==> src/hdl/m3h_pkg.sv <==
// Package for the MurmurHash3 x86_32 byte stream hasher.
// Holds the hash constants, the sequencer state type and the multiplier control type.
// Depends on nothing; m3h_mul and the top level import it.
package m3h_pkg;

	localparam logic [31:0] SEED_RESET = 32'd123456;
	localparam logic [31:0] MM_C1      = 32'hcc9e2d51;
	localparam logic [31:0] MM_C2      = 32'h1b873593;
	localparam logic [31:0] MM_ADD     = 32'he6546b64;
	localparam logic [31:0] MM_F1      = 32'h85ebca6b;
	localparam logic [31:0] MM_F2      = 32'hc2b2ae35;

	typedef enum logic [3:0] {
		ST_IDLE,
		ST_K1,
		ST_K2,
		ST_K3,
		ST_F0,
		ST_F1,
		ST_F2,
		ST_F3,
		ST_F4
	} state_t;

	typedef enum logic [1:0] {
		MOP_C1,
		MOP_C2,
		MOP_F1,
		MOP_F2
	} mul_op_t;

	typedef struct packed {
		logic    en;
		mul_op_t op;
	} mul_ctl_t;

	function automatic logic [31:0] mul_const(input mul_op_t op);
		logic [31:0] k;
		unique case (op)
			MOP_C1:  k = MM_C1;
			MOP_C2:  k = MM_C2;
			MOP_F1:  k = MM_F1;
			MOP_F2:  k = MM_F2;
			default: k = MM_C1;
		endcase
		return k;
	endfunction

endpackage

==> src/hdl/m3h_ifs.sv <==
// Channel interfaces of the MurmurHash3 byte stream hasher.
// Key byte input, hash result output and seed write channel, each with valid and ready.
// Depends on nothing.
interface m3h_byte_if;
	logic       valid;
	logic       ready;
	logic [7:0] data_byte;
	logic       byte_valid;
	logic       last;

	modport source (output valid, data_byte, byte_valid, last, input ready);
	modport sink (input valid, data_byte, byte_valid, last, output ready);
endinterface

interface m3h_hash_if;
	logic        valid;
	logic        ready;
	logic [31:0] hash_value;

	modport source (output valid, hash_value, input ready);
	modport sink (input valid, hash_value, output ready);
endinterface

interface m3h_cfg_if;
	logic        valid;
	logic        ready;
	logic [31:0] seed;

	modport source (output valid, seed, input ready);
	modport sink (input valid, seed, output ready);
endinterface

==> src/hdl/m3h_mul.sv <==
// Shared 32x32 multiplier with a registered low product word.
// Multiplies the given operand by one of the four hash constants.
// Depends on m3h_pkg.
module m3h_mul
	import m3h_pkg::*;
(
	input  logic        clk,
	input  mul_ctl_t    ctl,
	input  logic [31:0] operand,
	output logic [31:0] product_q
);

	logic [31:0] product;

	assign product = operand * mul_const(ctl.op);

	always_ff @(posedge clk) begin
		if (ctl.en) begin
			product_q <= product;
		end
	end

endmodule

==> src/hdl/murmur3_byte_stream_hasher.sv <==
// Top level of the MurmurHash3 x86_32 byte stream hasher.
// Gathers key bytes into words and runs scramble, mix and finalizer on one shared multiplier.
// Depends on m3h_pkg, the interfaces in m3h_ifs.sv and m3h_mul.
//
//   channel   dir   payload                          transaction
//   byte_ch   in    data_byte, byte_valid, last      valid && ready
//   hash_ch   out   hash_value                       valid && ready
//   cfg_ch    in    seed                             valid && ready (ready is always high)
//
// A byte that does not complete a word is taken in idle; one that completes a word then runs
// the scramble (ST_K1, ST_K2) and mix (ST_K3). A last item runs the finalizer ST_F0 to ST_F4
// after any tail scramble or word path; the four multiplications share the single multiplier.
// Reset loads the seed register and the running hash with 123456 and clears the byte state.
// The block waits in its last finalizer step while a previous hash has not been taken.
module murmur3_byte_stream_hasher
	import m3h_pkg::*;
(
	input  logic   clk,
	input  logic   arst_n,
	m3h_byte_if.sink   byte_ch,
	m3h_hash_if.source hash_ch,
	m3h_cfg_if.sink    cfg_ch
);

	state_t      state_q;
	state_t      state_d;
	logic [31:0] seed_q;
	logic [31:0] acc_q;
	logic [31:0] word_q;
	logic [1:0]  pos_q;
	logic [31:0] len_q;
	logic        fin_q;
	logic        tail_q;
	logic [31:0] h_q;
	logic [31:0] hash_q;
	logic        out_valid_q;

	mul_ctl_t    mctl;
	logic [31:0] mul_opnd;
	logic [31:0] k_q;

	logic        take;
	logic        done;
	logic [1:0]  pos_next;
	logic        word_done;
	logic [31:0] mix_rot;
	logic [31:0] fin_x;

	assign cfg_ch.ready       = 1'b1;
	assign hash_ch.valid      = out_valid_q;
	assign hash_ch.hash_value = hash_q;

	assign take      = byte_ch.valid && byte_ch.ready;
	assign pos_next  = byte_ch.byte_valid ? pos_q + 2'd1 : pos_q;
	assign word_done = byte_ch.byte_valid && (pos_q == 2'd3);
	assign mix_rot   = {acc_q[18:0] ^ k_q[18:0], acc_q[31:19] ^ k_q[31:19]};
	assign fin_x     = acc_q ^ len_q ^ (tail_q ? k_q : 32'd0);

	m3h_mul u_mul (
		.clk       (clk),
		.ctl       (mctl),
		.operand   (mul_opnd),
		.product_q (k_q)
	);

	always_ff @(posedge clk or negedge arst_n) begin
		if (!arst_n) begin
			state_q <= ST_IDLE;
		end else begin
			state_q <= state_d;
		end
	end

	always_comb begin
		state_d       = state_q;
		mctl          = '{en: 1'b0, op: MOP_C1};
		mul_opnd      = word_q;
		byte_ch.ready = 1'b0;
		done          = 1'b0;
		unique case (state_q)
			ST_IDLE: begin
				byte_ch.ready = 1'b1;
				if (take) begin
					if (word_done || (byte_ch.last && pos_next != 2'd0)) begin
						state_d = ST_K1;
					end else if (byte_ch.last) begin
						state_d = ST_F0;
					end
				end
			end
			ST_K1: begin
				mctl     = '{en: 1'b1, op: MOP_C1};
				mul_opnd = word_q;
				state_d  = ST_K2;
			end
			ST_K2: begin
				mctl     = '{en: 1'b1, op: MOP_C2};
				mul_opnd = {k_q[16:0], k_q[31:17]};
				state_d  = tail_q ? ST_F0 : ST_K3;
			end
			ST_K3: begin
				state_d = fin_q ? ST_F0 : ST_IDLE;
			end
			ST_F0: begin
				state_d = ST_F1;
			end
			ST_F1: begin
				mctl     = '{en: 1'b1, op: MOP_F1};
				mul_opnd = h_q;
				state_d  = ST_F2;
			end
			ST_F2: begin
				state_d = ST_F3;
			end
			ST_F3: begin
				mctl     = '{en: 1'b1, op: MOP_F2};
				mul_opnd = h_q;
				state_d  = ST_F4;
			end
			ST_F4: begin
				if (!out_valid_q || hash_ch.ready) begin
					done    = 1'b1;
					state_d = ST_IDLE;
				end
			end
			default: begin
				state_d = ST_IDLE;
			end
		endcase
	end

	always_ff @(posedge clk or negedge arst_n) begin
		if (!arst_n) begin
			seed_q      <= SEED_RESET;
			acc_q       <= SEED_RESET;
			word_q      <= '0;
			pos_q       <= '0;
			len_q       <= '0;
			fin_q       <= 1'b0;
			tail_q      <= 1'b0;
			out_valid_q <= 1'b0;
		end else begin
			if (cfg_ch.valid) begin
				seed_q <= cfg_ch.seed;
			end
			if (done) begin
				out_valid_q <= 1'b1;
			end else if (hash_ch.ready) begin
				out_valid_q <= 1'b0;
			end
			unique case (state_q)
				ST_IDLE: begin
					if (take) begin
						if (byte_ch.byte_valid) begin
							word_q <= word_q | (32'(byte_ch.data_byte) << {pos_q, 3'b000});
							pos_q  <= pos_next;
							len_q  <= len_q + 32'd1;
						end
						fin_q  <= byte_ch.last;
						tail_q <= byte_ch.last && (pos_next != 2'd0);
					end
				end
				ST_K3: begin
					acc_q  <= {mix_rot[29:0], 2'b00} + mix_rot + MM_ADD;
					word_q <= '0;
				end
				ST_F4: begin
					if (done) begin
						acc_q  <= seed_q;
						word_q <= '0;
						pos_q  <= '0;
						len_q  <= '0;
						fin_q  <= 1'b0;
						tail_q <= 1'b0;
					end
				end
				default: begin
				end
			endcase
		end
	end

	always_ff @(posedge clk) begin
		if (state_q == ST_F0) begin
			h_q <= fin_x ^ (fin_x >> 16);
		end else if (state_q == ST_F2) begin
			h_q <= k_q ^ (k_q >> 13);
		end
		if (done) begin
			hash_q <= k_q ^ (k_q >> 16);
		end
	end

`ifndef SYNTHESIS
	a_idle_clean: assert property (@(posedge clk) disable iff (!arst_n)
		state_q == ST_IDLE |-> !fin_q && !tail_q)
		else $error("Key end flags left set in idle.");

	a_tail_pos: assert property (@(posedge clk) disable iff (!arst_n)
		(state_q == ST_K2 && tail_q) |-> pos_q != 2'd0)
		else $error("Tail scramble without buffered bytes.");

	a_restart: assert property (@(posedge clk) disable iff (!arst_n)
		done |=> acc_q == $past(seed_q) && len_q == 32'd0 && pos_q == 2'd0)
		else $error("Key state not restarted from the seed.");

	a_len_step: assert property (@(posedge clk) disable iff (!arst_n)
		(take && byte_ch.byte_valid) |=> len_q == $past(len_q) + 32'd1)
		else $error("Byte count did not advance on a key byte.");
`endif

endmodule
==> src/flat_wrapper.sv <==
// flat-port wrapper written by rule: the top's interface ports become plain ports
module murmur3_byte_stream_hasher_flat import m3h_pkg::*;
  (clk, arst_n, byte_ch_valid, byte_ch_data_byte, byte_ch_byte_valid, byte_ch_last, byte_ch_ready, hash_ch_valid, hash_ch_hash_value, hash_ch_ready, cfg_ch_valid, cfg_ch_seed, cfg_ch_ready);
  m3h_byte_if byte_ch_i ();
  m3h_hash_if hash_ch_i ();
  m3h_cfg_if cfg_ch_i ();
  input  logic clk;
  input  logic arst_n;
  input wire logic [$bits(byte_ch_i.valid)-1:0] byte_ch_valid;
  input wire logic [$bits(byte_ch_i.data_byte)-1:0] byte_ch_data_byte;
  input wire logic [$bits(byte_ch_i.byte_valid)-1:0] byte_ch_byte_valid;
  input wire logic [$bits(byte_ch_i.last)-1:0] byte_ch_last;
  output wire logic [$bits(byte_ch_i.ready)-1:0] byte_ch_ready;
  output wire logic [$bits(hash_ch_i.valid)-1:0] hash_ch_valid;
  output wire logic [$bits(hash_ch_i.hash_value)-1:0] hash_ch_hash_value;
  input wire logic [$bits(hash_ch_i.ready)-1:0] hash_ch_ready;
  input wire logic [$bits(cfg_ch_i.valid)-1:0] cfg_ch_valid;
  input wire logic [$bits(cfg_ch_i.seed)-1:0] cfg_ch_seed;
  output wire logic [$bits(cfg_ch_i.ready)-1:0] cfg_ch_ready;
  assign byte_ch_i.valid = byte_ch_valid;
  assign byte_ch_i.data_byte = byte_ch_data_byte;
  assign byte_ch_i.byte_valid = byte_ch_byte_valid;
  assign byte_ch_i.last = byte_ch_last;
  assign byte_ch_ready = byte_ch_i.ready;
  assign hash_ch_valid = hash_ch_i.valid;
  assign hash_ch_hash_value = hash_ch_i.hash_value;
  assign hash_ch_i.ready = hash_ch_ready;
  assign cfg_ch_i.valid = cfg_ch_valid;
  assign cfg_ch_i.seed = cfg_ch_seed;
  assign cfg_ch_ready = cfg_ch_i.ready;
  murmur3_byte_stream_hasher u_core (.clk(clk), .arst_n(arst_n), .byte_ch(byte_ch_i), .hash_ch(hash_ch_i), .cfg_ch(cfg_ch_i));
endmodule
==> config.mk <==
export PLATFORM = sky130hd
export DESIGN_NAME = murmur3_byte_stream_hasher_flat
export DESIGN_NICKNAME = d
export VERILOG_FILES = /design/src/hdl/m3h_pkg.sv /design/src/hdl/m3h_ifs.sv /design/src/hdl/m3h_mul.sv /design/src/hdl/murmur3_byte_stream_hasher.sv /design/src/flat_wrapper.sv
export SDC_FILE = /design/constraint.sdc
export NUM_CORES = 2
export LEC_CHECK = 0
export BUFFER_PORTS_ARGS = -buffer_cell sky130_fd_sc_hd__buf_2
export CAP_MARGIN = 20
export CORE_MARGIN = 2
export CORE_UTILIZATION = 55
export CTS_BUF_LIST = sky130_fd_sc_hd__clkbuf_4
export DETAILED_ROUTE_END_ITERATION = 6
export GPL_TIMING_DRIVEN = 0
export PLACE_DENSITY_LB_ADDON = 0.08
export SYNTH_ARGS = -nofsm -noshare
export SYNTH_HDL_FRONTEND = slang
export SYNTH_SLANG_ARGS = --single-unit
==> constraint.sdc <==
create_clock -name clk -period 9.45 [get_ports clk]
set_input_delay 0.4725 -clock clk [delete_from_list [all_inputs] [get_ports clk]]
set_output_delay 0.4725 -clock clk [all_outputs]
set_load 0.005 [all_outputs]
==> summary.md <==
| Metric | Value |
|---|---|
| WL met2 | `45800 µm` |
| Synthesized area | `27200 µm²` |
| Synth warn | `0` |
| CTS Buffer Depth | `3` |
| I/O Pins | `just over 80` |
| Wire per inst | `approximately 27 µm` |
| 1st-pass router iterations | `6` |
| CTS sink count | `between 200 and 250` |
| CP arrival | `9.74 ns` |
| Die area | `51300 µm²` |
| Initial antenna violation count | `5` |
| Fraction of registers with async set/reset | `0.588` |
| Vias in the first global route | `between 20000 and 25000` |
| CTS tree | `yes` |
| CTS clk-pin slew, worst paths | `roughly 0.07 ns` |
| # nets final | `approximately 3700` |
| DRT iter0 DRCs | `about 1800` |
| Fmax | `roughly 0.11 GHz` |
| Die span in y | `~230 µm` |
| Setup violators final | `0` |
| Slowest CP cell | `fa_2` |
| Count of cell types in the netlist | `roughly 70` |
| First-pass GRT wire length | `~140000 µm` |
| Share of cells above drive strength 1 | `0.114` |
| Largest net degree at the start of global routing | `71` |
| CP Class | `reg2reg` |
| Max-cap violations | `0` |
| Tightest Pin Transition | `around 1.1 ns` |
| Number of flops mapped to enable cells by yosys | `96` |
| Core box area | `49000 µm²` |
| M1 wire length | `about 37000 µm` |
| Most used cell, CP | `inv_1` |
| Hold WC Path Type | `in2reg` |
| TritonCTS Buffers | `just under 60` |
| Vias post-DR | `21419` |
| Gr ovfl total | `0` |
| Initial core utilization | `0.556` |
| Antenna-violating nets left | `0` |
| Dpl ws | `-3.35 ns` |
| Via/cell ratio | `roughly 5.7` |
| CTS root buf | `clkbuf_4` |
| Final Hold Vio Count | `0` |
| Top Layer Used | `met5` |
| GRT Overall Usage | `0.399` |
| Clk_skew | `about 0.075 ns` |
| WL met3 | `approximately 7600 µm` |
| Width of the die | `around 230 µm` |
| Area delta synth->final | `11.0%` |
| Hpwl dp | `82500 µm` |
| Bufs and invs on worst path | `13` |
| Crit path launch type | `flop` |
| Synth Net Count | `about 3500` |
| WP data required | `approximately 9.9 ns` |
| Setup crit end kind | `flop` |
| Flop and latch count out of synthesis | `233` |
| Worst-skew pair later-pin latency | `about 0.77 ns` |
| Ys flop type | `dfrtp_1` |
| Final setup margin | `approximately 0.18 ns` |
| Max incr delay on CP | `0.63 ns` |
| Core Rows | `81` |
| Syn Inst Count | `between 2000 and 3000` |
| RSZ-0062 raised after global routing | `true` |
| Normalized max-slew margin | `0.273` |
| DRC | `0` |
| Status | `completed` |
| Routed WL | `around 100000 µm` |
| Post-synthesis sequential area ratio | `0.232` |
| Crit share post-route | `0.981` |
| Htree depth | `2` |
| Port Buffer Count | `between 70 and 80` |
| Crit-path max FO | `10` |
| Syn Area/Cell | `9.61 µm²` |
| Slew Viols, Final | `0` |
| Min cycle time layout | `9.27 ns` |
| Crit path max-delay family | `adder cells` |
| RD Place Congestion | `1.01` |
flip-flops by register name, summed over array words and instances (netlist names):
name	cells
u_core.hash_ch.hash_value	32
u_core.seed_q	32
u_core.acc_q	32
u_core.len_q	32
u_core.state_q	4
u_core.hash_ch.valid	1
u_core.fin_q	1
u_core.pos_q	2
u_core.u_mul.product_q	32
u_core.word_q	32
u_core.tail_q	1
u_core.h_q	32
worst paths after layout:
check                                            from                             to  slack [ns]  cells past startpoint
max in group asynchronous                      arst_n              u_core.state_q[0]        8.30                      3
min in group asynchronous                      arst_n               u_core.acc_q[12]        0.33                      2
setup / recovery                    u_core.state_q[2]     u_core.u_mul.product_q[31]        0.18                     33
hold / removal                   byte_ch_data_byte[3]              u_core.word_q[19]        0.05                      3
hold reg to reg            u_core.u_mul.product_q[23]  u_core.hash_ch.hash_value[23]        0.45                      0
setup reg to reg                    u_core.state_q[2]     u_core.u_mul.product_q[31]        0.18                     33
synth_stat cells, types with 5 or more instances:
library cell	instances	area share
nand2_1	236	0.033
o211ai_1	6	0.0017
o21a_1	8	0.0022
a21o_1	27	0.0074
dfstp_2	12	0.012
a21oi_1	166	0.031
buf_2	6	0.0011
clkbuf_1	88	0.012
a211oi_1	7	0.0019
fa_1	398	0.29
inv_2	5	0.00069
a221o_1	16	0.0059
buf_1	11	0.0015
o21bai_1	11	0.0030
and2_1	31	0.0071
xnor2_1	145	0.047
edfxtp_1	96	0.11
xor2_1	118	0.038
a22o_1	6	0.0019
nor3_1	15	0.0028
ha_1	192	0.088
inv_1	591	0.081
and3_1	24	0.0055
or3_1	10	0.0023
or2_2	6	0.0014
o21ai_0	77	0.014
nand3_1	31	0.0057
a31oi_1	8	0.0018
nor2_1	209	0.029
o22ai_1	8	0.0018
nand4_1	8	0.0018
dfrtp_1	125	0.11
nand2b_1	34	0.0078
mux2_2	35	0.014
nor2b_1	14	0.0032
worst register-to-register path, delay by kind of cell (launching register included):
kind                       cells  cell delay (ns)
and+or+nand+nor                4             0.71
AOI/OAI and AO/OA              6             1.36
buffers and inverters         13             1.82
adders and majority gates      9             4.19
xor gates and xnor gates       1             0.43
DFF                            1             0.46
per-stage QoR:
stage	std cells	hold WS, ns	TNS [ns]	util	instance area, µm²
2_1_floorplan	2833	0.177	0	-	27200
3_3_place_gp	3575	0.431	-38.98	0.581	28500
3_5_place_dp	3581	0.436	-37.32	0.584	28600
4_1_cts	3740	0.00323	0	0.614	30100
5_1_grt	3748	0.0367	-0.0162	0.617	30200
6_report	3749	0.0479	0	0.617	30200
kinds of logic (layout without fill, tap and decap cells):
kind of cell | Yosys count | count (layout) | share of synthesized area
xor gates and xnor gates | 265 | 265 | 0.0860
other | 1 | 3 | 0.000138
muxes | 36 | 36 | 0.0148
buffers and inverters | 703 | 953 | 0.0975
and+or+nand+nor | 631 | 631 | 0.103
adders and majority gates | 590 | 590 | 0.381
DFF | 233 | 233 | 0.232
AOI/OAI and AO/OA | 374 | 374 | 0.0851
metal layers:
layer / vias to the layer above / global-route usage
met4: 6 / 0.302
met5: - / 0
met3: 329 / 0.0685
met2: 1097 / 0.634
met1: 10699 / 0.489
li1: 9288 / -
placed cells by master (no fill, tap or decap), types with 12 or more instances in the layout:
cell / n
buf_4: 28
a21o_1: 27
nand3_1: 31
and3_1: 24
o21ai_0: 73
nor2b_1: 13
nor2_1: 200
ha_1: 190
xor2_1: 118
nand2b_1: 32
clkinv_1: 18
a21oi_1: 165
dfstp_2: 12
clkbuf_1: 65
dfrtp_1: 123
edfxtp_1: 96
nand2_1: 231
nor3_1: 15
buf_2: 81
clkbuf_4: 86
dlygate4sd3_1: 34
mux2_2: 35
and2_1: 30
xnor2_1: 144
fa_1: 392
inv_1: 586
what timing repair did:
action,CTS,global route
hold buffers,34,0
pin swaps,7,4
gates resized for setup,98,21
hold endpoints to repair,90,0
setup buffers,16,8
endpoints found under the setup margin,22,5
layout make-up:
| cell class | count | area [µm²] |
|---|---|---|
| flip-flops and latches | 233 | 6330 |
| multi-input cells | 1897 | 18400 |
| plain buffers | 102 | 538 |
| clock buffers | 79 | 593 |
| inverters | 596 | 2240 |
| clock inverters | 33 | 216 |
| fillers | 4199 | 18700 |
| diodes | 2 | 5.00 |
| repair buffers | 143 | 1020 |
| well taps | 664 | 831 |
Power is not shown: default switching activity piles up to over one toggle a cycle in this logic, so the estimate is an artifact.
